### config.mk
export PLATFORM = sky130hd
export DESIGN_NAME = lpkt_ctrl
export DESIGN_NICKNAME = d
export VERILOG_FILES = /design/src/hdl/lpkt_pkg.sv /design/src/hdl/lpkt_ctrl.sv
export SDC_FILE = /design/constraint.sdc
export NUM_CORES = 1
export LEC_CHECK = 0
export BUFFER_PORTS_ARGS = -buffer_cell sky130_fd_sc_hd__buf_2
export CORE_AREA = 2 2 39 41
export CTS_CLUSTER_SIZE = 20
export DETAILED_ROUTE_END_ITERATION = 7
export DIE_AREA = 0 0 41 43
export REMOVE_ABC_BUFFERS = 1
export SLEW_MARGIN = 20
export SYNTH_ARGS = -nofsm -noshare
export SYNTH_HDL_FRONTEND = slang
export SYNTH_SLANG_ARGS = --single-unit
### constraint.sdc
create_clock -name clk -period 1.2 [get_ports clk]
set_input_delay 0.24 -clock clk [delete_from_list [all_inputs] [get_ports clk]]
set_output_delay 0.24 -clock clk [all_outputs]
set_load 0.03 [all_outputs]
### src/hdl/lpkt_pkg.sv
// Package for the linear probe key table: sizes, result codes and the
// command/status bundles between the controller and the datapath.
// No dependencies.
`default_nettype none

package lpkt_pkg;

    // SLOTS must be a power of two so that the home entry is the low key bits.
    localparam int SLOTS    = 64;
    localparam int IDX_W    = $clog2(SLOTS);
    localparam int KEY_W    = 64;
    localparam int HANDLE_W = 32;
    localparam int SLOT_W   = 6;
    localparam int ENTRY_W  = KEY_W + HANDLE_W;

    localparam logic REQ_FIND   = 1'b0;
    localparam logic REQ_INSERT = 1'b1;

    typedef enum logic [1:0] {
        ST_FOUND    = 2'd0,
        ST_INSERTED = 2'd1,
        ST_ABSENT   = 2'd2,
        ST_FULL     = 2'd3
    } status_t;

    typedef struct packed {
        logic load;     // capture the request and the home entry
        logic rd;       // read the current probe entry
        logic advance;  // step to the next entry with wrap
        logic finish;   // load the result register, write on insert
    } lpkt_cmd_t;

    typedef struct packed {
        logic stop;     // probe entry matches or is empty
        logic last;     // every entry has now been probed
        logic out_free; // result register can take a new result
    } lpkt_stat_t;

endpackage

`default_nettype wire

### src/hdl/lpkt_ctrl.sv
// Controller of the linear probe key table: sequences request capture,
// probe reads, compares and result hand-off. Depends on lpkt_pkg.
`default_nettype none

module lpkt_ctrl
    import lpkt_pkg::*;
(
    input  wire logic       clk,
    input  wire logic       rst_n,
    input  wire logic       in_valid,
    output      logic       in_ready,
    input  wire lpkt_stat_t stat,
    output      lpkt_cmd_t  cmd
);

    typedef enum logic [2:0] {
        S_IDLE  = 3'b001,
        S_READ  = 3'b010,
        S_CHECK = 3'b100
    } state_t;

    state_t state_reg, state_next;

    always_ff @(posedge clk or negedge rst_n)
    begin
        if (!rst_n)
        begin
            state_reg <= S_IDLE;
        end
        else
        begin
            state_reg <= state_next;
        end
    end

    always_comb
    begin
        state_next = state_reg;
        cmd        = '0;
        in_ready   = 1'b0;
        case (state_reg)
            S_IDLE:
            begin
                in_ready = 1'b1;
                if (in_valid)
                begin
                    cmd.load   = 1'b1;
                    state_next = S_READ;
                end
            end
            S_READ:
            begin
                cmd.rd     = 1'b1;
                state_next = S_CHECK;
            end
            S_CHECK:
            begin
                if (stat.stop || stat.last)
                begin
                    // Hold the read data until the result register is free.
                    if (stat.out_free)
                    begin
                        cmd.finish = 1'b1;
                        state_next = S_IDLE;
                    end
                end
                else
                begin
                    cmd.advance = 1'b1;
                    state_next  = S_READ;
                end
            end
            default:
            begin
                state_next = S_IDLE;
            end
        endcase
    end

endmodule

`default_nettype wire

* Word-level counts from Yosys, hierarchy flattened *
Index checks and enable logic that the tools add are counted.

operators by class
  equality and inequality tests = 5
  muxes and demuxes = 12
  reductions and logical operators = 2

operators by type and width
  cell                                                                    count
  3-bit two-way mux                                                       3
  3-bit case mux with 3 select lines                                      1
  1-bit two-way mux                                                       7
  3-bit by 1-bit equality test with 1-bit output (second input constant)  1
  3-bit by 2-bit equality test with 1-bit output (second input constant)  1
  3-bit equality test (second input constant)                             1
  3-bit inequality test (second input constant)                           1
  2-bit two-way mux                                                       1
  2-bit inequality test (second input constant)                           1
  2-bit AND reduction                                                     1
  1-bit logical OR                                                        1

storage, ports and cells
  bits in registers = 3
  input port bits = 6
  output and inout port bits = 5
  word-level logic and storage cells = 20

* Depth between registers and ports, before layout *
Gate-level depths: netlist of run 1.

  depth after elaboration = 3
  gate-level depth with buffers = 2
  gate-level depth less buffers = 2

* Worst setup path after synthesis of run 1 *
Ideal clock, no wire load.

  path kind = register -> output
  start point = reg state_reg[0]
  end point = out cmd[3] (netlist name)
  arrival = 1.562 ns
  setup slack = -0.602 ns
  cell stages (with the launch flop) = 2
  buffers on the path = 0
  path through = dfstp_2 -> nor4bb_1

RTL lines
  item                      line             text
  start: declaration        lpkt_ctrl.sv:22  state_t state_reg, state_next;
  start signal: assignment  lpkt_ctrl.sv:32  state_reg <= state_next;
  end: declaration          lpkt_ctrl.sv:13  output lpkt_cmd_t cmd

==> results of run 1 <==
[placed cells by master, fill, tap and decap left out]
cell           synthesis  routed
buf_4                  0       7
buf_6                  0       6
buf_2                  0       5
clkbuf_4               0       3
nor3b_1                3       2
nor2_1                 2       2
dfrtp_2                0       2
or3b_4                 0       1
o21ai_0                1       1
nor3b_4                0       1
nor3_2                 0       1
nor4bb_4               0       1
nand3b_1               1       1
or4b_4                 0       1
a21oi_2                0       1
or4b_1                 2       1
o21bai_1               1       1
a211oi_2               0       1
clkbuf_1               0       1
dlygate4sd3_1          0       1
dfstp_2                1       1
[worst max-delay path by stage]
stage,startpoint,slack [ns],to
CTS,state_reg[2],-0.38,cmd[1]
global route,state_reg[2],-0.42,cmd[0]
finish,state_reg[2],-0.37,cmd[1]
detailed placement,state_reg[0],-0.19,cmd[3]
global placement,state_reg[1],-0.13,cmd[1]
floorplan,state_reg[0],-0.60,cmd[3]
[what timing repair did]
item | CTS | global route
hold endpoints to repair | 3 | 0
endpoints found under the setup margin | 8 | 8
hold buffers | 1 | 0
buffers inserted | 1 | 3
pin swaps | 2 | 2
resized for setup | 15 | 8
[layout make-up]
class / count / area [sq um] / share of cell area
sequential: 3 / 78.8 / 0.182
clock buffer: 4 / 26.3 / 0.0607
multi-input combinational: 15 / 153 / 0.353
timing repair buffer: 19 / 155 / 0.358
tap: 16 / 20.0 / 0.0462
[power breakdown]
part           internal, mW  switching (mW)  leakage [nW]
logic                 0.326           0.268         0.134
clock network         0.125          0.0590        0.0150
registers             0.155          0.0480        0.0342
[worst reg2reg max path: stages (launching register included)]
cell and delay [ns]:
dfrtp_2 0.42, buf_6 0.12, buf_6 0.11, or4b_1 0.49
o21bai_1 0.13
[stage by stage]
step	util	cell area [sq um]	setup WS [ns]	hold slack [ns]	total power, mW
CTS	0.283	392	-0.376	0.273	0.882
floorplan	-	183	-0.602	-0.0556	0.377
global route	0.313	433	-0.418	0.284	1.03
detailed placement	0.210	290	-0.191	0.0369	0.548
finish	0.313	433	-0.372	0.269	0.981
global placement	0.210	290	-0.134	0.0362	0.544
[cell families (layout without fill, tap and decap cells)]
group,count (synthesis),after routing
AND/OR/NAND/NOR,11,11
AO/OA/AOI/OAI,4,4
flip-flops,3,3
buffers and inverters,0,23
[routing by layer]
| metal | GRT usage | vias up |
|---|---|---|
| met5 | 0 | - |
| li1 | - | 118 |
| met3 | 0.0209 | 0 |
| met1 | 0.110 | 114 |
| met4 | 0.120 | 0 |
| met2 | 0.125 | 10 |
==> flow_metrics.tcl, run 1 <==
set metrics [dict create \
    largest_register_ff_count 3 \
    grt_overflow 0 \
    drt.antenna.violating_nets 0 \
    clockBufferDepth 2 \
    row_count 14 \
    yosys_warnings 0 \
    rsz0062_at_grt "yes" \
    synth_top_family_by_area "simple AND/OR/NAND/NOR gates" \
    synth_commonest_cells "nor3b_1, dfrtp_1, nor2_1, or4b_1" \
    crit_required_ns 0.96 \
    layout-drive-gt1-share 0.756 \
    ys_types 13 \
    grt_use_total 0.0967 \
    cts-root-buf "clkbuf_4" \
    synth-xor-area-share 0 \
    finalHoldViolCount 0 \
    critPathSlowestCell "dfrtp_2" \
    routed_via_density 4.25 \
    synth_compound_area_frac 0.137 \
    path_cells "or3b_4, nor3_2, buf_4" \
    gp_congestion 0.755 \
    dp.cells 49 \
    critPathCaptureType "primary output" \
    fillers 157 \
    met1_length_um 295 \
    yosys.area_share.simple 0.445 \
    rr_startpoint "state_reg[1]" \
    grt_antenna_before_repair 0 \
    drt_wl_total_um 702 \
    hold_path.class "primary input to flip-flop" \
    first_iter_violations 3 \
    synth.area.top_cells "dfrtp_1, dfstp_2, nor3b_1" \
    clock_latency_ns 0.24 \
    cts_tree "yes" \
    status "finished, violations left" \
    die_x_um 41 \
    ir_worst_vdd_mv 0.572 \
    cp.depth 3 \
    layout_setup_ws_ns -0.372 \
    synthAdderAreaFrac 0 \
    cap_violations 0 \
    cts_sinks 3 \
    r2r_cells 4 \
    min_from "stat[0]" \
    nNetsFinal 48 \
    ys_ff_latch 3 \
    fin_crit_sh 1.31 \
    synth_most_common_cell "nor3b_1" \
    synth_edf_count 0 \
    die-area_sq_um 1760 \
    power.leakage_nw 0.183 \
    synth_mux_area_frac 0 \
    critPathLaunchType "flip-flop" \
    fin_skew_ns 0.00224 \
    slew_viol_final 0 \
    avgSynthCellArea_sq_um 10.1 \
    power.density_nw_per_um2 2270 \
    synthCells 18 \
    post-route-drc-count 0 \
    crit_family "simple AND/OR/NAND/NOR gates" \
    path_class "flip-flop to primary output" \
    cp_data_arrival_time_ns 1.33 \
    vias 242 \
    grt_max_degree 6 \
    ys.flop_type "dfrtp_1" \
    post-dp-hpwl_um 400 \
    synthArstFlopShare 1.00 \
    first_pass_iters 4 \
    post_synth_instance_area_sq_um 183 \
    setup_viol 7 \
    wl_met2_um 369 \
    num_antenna_cells 0 \
    coreArea_sq_um 1380 \
    path_buf_inv 1 \
    hold_path_depth 3 \
    port_buffers 10 \
    num_io_pins 11 \
    cts.htree.levels 1 \
    die_h_um 43 \
    rr_endpoint "state_reg[2]" \
    stdcell_count 57 \
    worstHoldEndpoint "state_reg[2]" \
    area_delta_synth_final_pct 137 \
    fmax_mhz 636 \
    grt_pass1_wl_mm 1.08 \
    wl_per_cell_um 12.3 \
    synth.largest_area_cell "dfrtp_1" \
    violations "setup timing" \
    max_slew_margin 0.752 \
    yosysTopAreaCellShare 0.274 \
    cpPeakStageDelay_ns 0.40 \
    clk_pin_slew_ns 0.04 \
    period_minus_slack_ns 1.57 \
    cts_buffers 3 \
    met3_length_um 37 \
    grt_pass1_vias 266 \
    seq_area_frac_synth 0.418 \
    initial_core_util 0.132 \
    ff2ff_setup_slack_ns -0.15 \
    fin_setup_tns_ns -1.90 \
    tightest_slew_ns 0.368 \
    path_max_fanout 4 \
    topRoutingLayerUsed "met3" \
]
No activity file was read; power rests on OpenSTA's default activity.
==> run 2: changes to the inputs <==
--- a/config.mk
+++ b/config.mk
@@ -5,6 +5,7 @@
 export SDC_FILE = /design/constraint.sdc
 export NUM_CORES = 1
 export LEC_CHECK = 0
+export ABC_AREA = 1
 export BUFFER_PORTS_ARGS = -buffer_cell sky130_fd_sc_hd__buf_2
 export CORE_AREA = 2 2 39 41
 export CTS_CLUSTER_SIZE = 20
==> run 2 against run 1 <==
Compared with the run above: the flow still finishes with violations (setup timing); register-to-register slack better by 0.19 ns; maximum frequency grew 14%; synthesized cell count up 89%; worst setup slack gained 0.19 ns; clock power fell by 7%; worst hold slack gained 0.068 ns; design area decreased by 15%; highest routed layer unchanged; combinational power is 11% lower; power fell by 6.5%; area after synthesis up 20%; flip-flop and latch count unchanged; clock skew is 0.00074 ns higher.
==> flow_metrics.tcl, run 2 <==
set metrics [dict create \
    critPathLaunchType "flip-flop" \
    row_count 14 \
    path_class "flip-flop to primary output" \
    grt_max_degree 6 \
    die-area_sq_um 1760 \
    crit_required_ns 0.96 \
    num_antenna_cells 0 \
    path_max_fanout 4 \
    wl_met2_um 221 \
    grt_overflow 0 \
    yosysTopAreaCellShare 0.229 \
    grt_pass1_vias 219 \
    fin_crit_sh 1.15 \
    layout-drive-gt1-share 0.451 \
    vias 237 \
    cts.htree.levels 1 \
    first_pass_iters 4 \
    num_io_pins 11 \
    layout_setup_ws_ns -0.184 \
    power.leakage_nw 0.221 \
    synth.largest_area_cell "dfrtp_1" \
    fmax_mhz 723 \
    hold_path.class "primary input to asynchronous set/reset pin" \
    synth_commonest_cells "inv_1, nor2_1, nand2_1" \
    avgSynthCellArea_sq_um 6.44 \
    first_iter_violations 3 \
    synth_edf_count 0 \
    gp_congestion 0.794 \
    cts_buffers 3 \
    layout_commonest_cell "inv_1" \
    clock_latency_ns 0.23 \
    ys_types 13 \
    yosys_warnings 0 \
    coreArea_sq_um 1380 \
    drt.antenna.violating_nets 0 \
    post-route-drc-count 0 \
    finalHoldViolCount 0 \
    seq_area_frac_synth 0.349 \
    period_minus_slack_ns 1.38 \
    nNetsFinal 58 \
    post-dp-hpwl_um 365 \
    largest_register_ff_count 3 \
    synthCells 34 \
    initial_core_util 0.158 \
    cts_sinks 3 \
    topRoutingLayerUsed "met3" \
    critPathCaptureType "primary output" \
    power.density_nw_per_um2 2480 \
    fin_setup_tns_ns -0.770 \
    synth_most_common_cell "inv_1" \
    clockBufferDepth 2 \
    postPlaceCellArea_sq_um 297 \
    rsz0062_at_grt "yes" \
    violations "setup timing" \
    wl_per_cell_um 6.27 \
    max_slew_margin 0.868 \
    tightest_slew_ns 0.197 \
    setup_viol 5 \
    fin_skew_ns 0.00298 \
    port_buffers 10 \
    met3_length_um 17 \
    die_x_um 41 \
    die_h_um 43 \
    clk_pin_slew_ns 0.04 \
    cts-root-buf "clkbuf_4" \
    synthArstFlopShare 1.00 \
    slew_viol_final 0 \
    cap_violations 0 \
    area_delta_synth_final_pct 68.6 \
    cp_data_arrival_time_ns 1.14 \
    grt_use_total 0.0675 \
    post_synth_instance_area_sq_um 219 \
    grt_antenna_before_repair 0 \
    grt_pass1_wl_um 745 \
    fin_util 0.267 \
    routed_via_density 3.54 \
    mostFrequentLayoutCells "inv_1, nand2_1, nor2_1, buf_2" \
    ys_ff_latch 3 \
    stdcell_area_sq_um 369 \
    hold-worst-slack_ns 0.338 \
    cts_tree "yes" \
    synth.area.top_cells "dfrtp_1, inv_1, dfstp_2" \
    ys.flop_type "dfrtp_1" \
    drt_wl_total_um 420 \
    met1_length_um 181 \
    status "finished, violations left" \
    ir_worst_vdd_mv 0.502 \
]
[run 2: cell types whose count changed after synthesis, moves of 2 or more]
cell / before / now
inv_1: 0 / 9
nor3b_1: 3 / 0
nor2_1: 2 / 7
nor2_2: 0 / 2
nand2_1: 0 / 5
nand3_1: 0 / 2
or4b_1: 2 / 0
[run 2: cells by family (layout without fill, tap and decap cells)]
| group | after synthesis | in the layout | share of synthesized area |
|---|---|---|---|
| AO/OA/AOI/OAI | 1 | 1 | 0.0228 |
| buffers and inverters | 10 | 27 | 0.171 |
| flip-flops | 3 | 3 | 0.349 |
| AND/OR/NAND/NOR | 20 | 20 | 0.457 |
[run 2: layer usage]
layer / global-route usage / vias up
li1: - / 134
met4: 0.0800 / 0
met3: 0.0314 / 0
met5: 0 / -
met2: 0.0844 / 3
met1: 0.0717 / 100
[run 2: worst paths after layout]
path | start | endpoint | slack, ns | depth (start not counted)
min in group clk | stat[0] | state_reg[0] | 0.41 | 5
max in group asynchronous | rst_n | state_reg[0] | 0.67 | 2
min reg2reg | state_reg[2] | state_reg[0] | 0.67 | 3
max | state_reg[0] | cmd[0] | -0.18 | 4
max reg2reg | state_reg[0] | state_reg[0] | 0.04 | 7
min | rst_n | state_reg[2] | 0.34 | 2
[run 2: stage by stage]
stage          setup WS [ns]  power [mW]  cells
2_1_floorplan         -0.105       0.546     34
3_3_place_gp          0.0191       0.678     61
3_5_place_dp          0.0246       0.678     61
4_1_cts               -0.198       0.917     67
5_1_grt               -0.236       0.999     67
6_report              -0.184       0.917     67
[run 2: critical path, stage by stage, from the launching register on]
cell	delay (ns)
dfstp_2	0.56
nor2_2	0.06
nand3_1	0.08
nor2_1	0.05
buf_4	0.16
[run 2: layout make-up]
class                      count  area [sq um]
clock buffer                   4          26.3
tap                           16          20.0
fill                         150          1010
inverter                      10          37.5
sequential                     3          76.3
timing repair buffer          13          98.8
multi-input combinational     21           110
[run 2: repair_timing]
| action | in CTS | in global routing |
|---|---|---|
| resized for setup | 6 | 4 |
| hold endpoints to repair | 3 | 0 |
| pin swaps | 2 | 0 |
| cloned | 0 | 0 |
| endpoints found under the setup margin | 5 | 6 |
| hold buffers | 1 | 0 |
| setup buffers | 1 | 0 |
[run 2: report_power, final]
group	internal, mW	total [mW]	leakage (nW)	switching (mW)
logic	0.227	0.527	0.169	0.300
registers	0.161	0.218	0.0366	0.0567
clock network	0.124	0.171	0.0150	0.0471
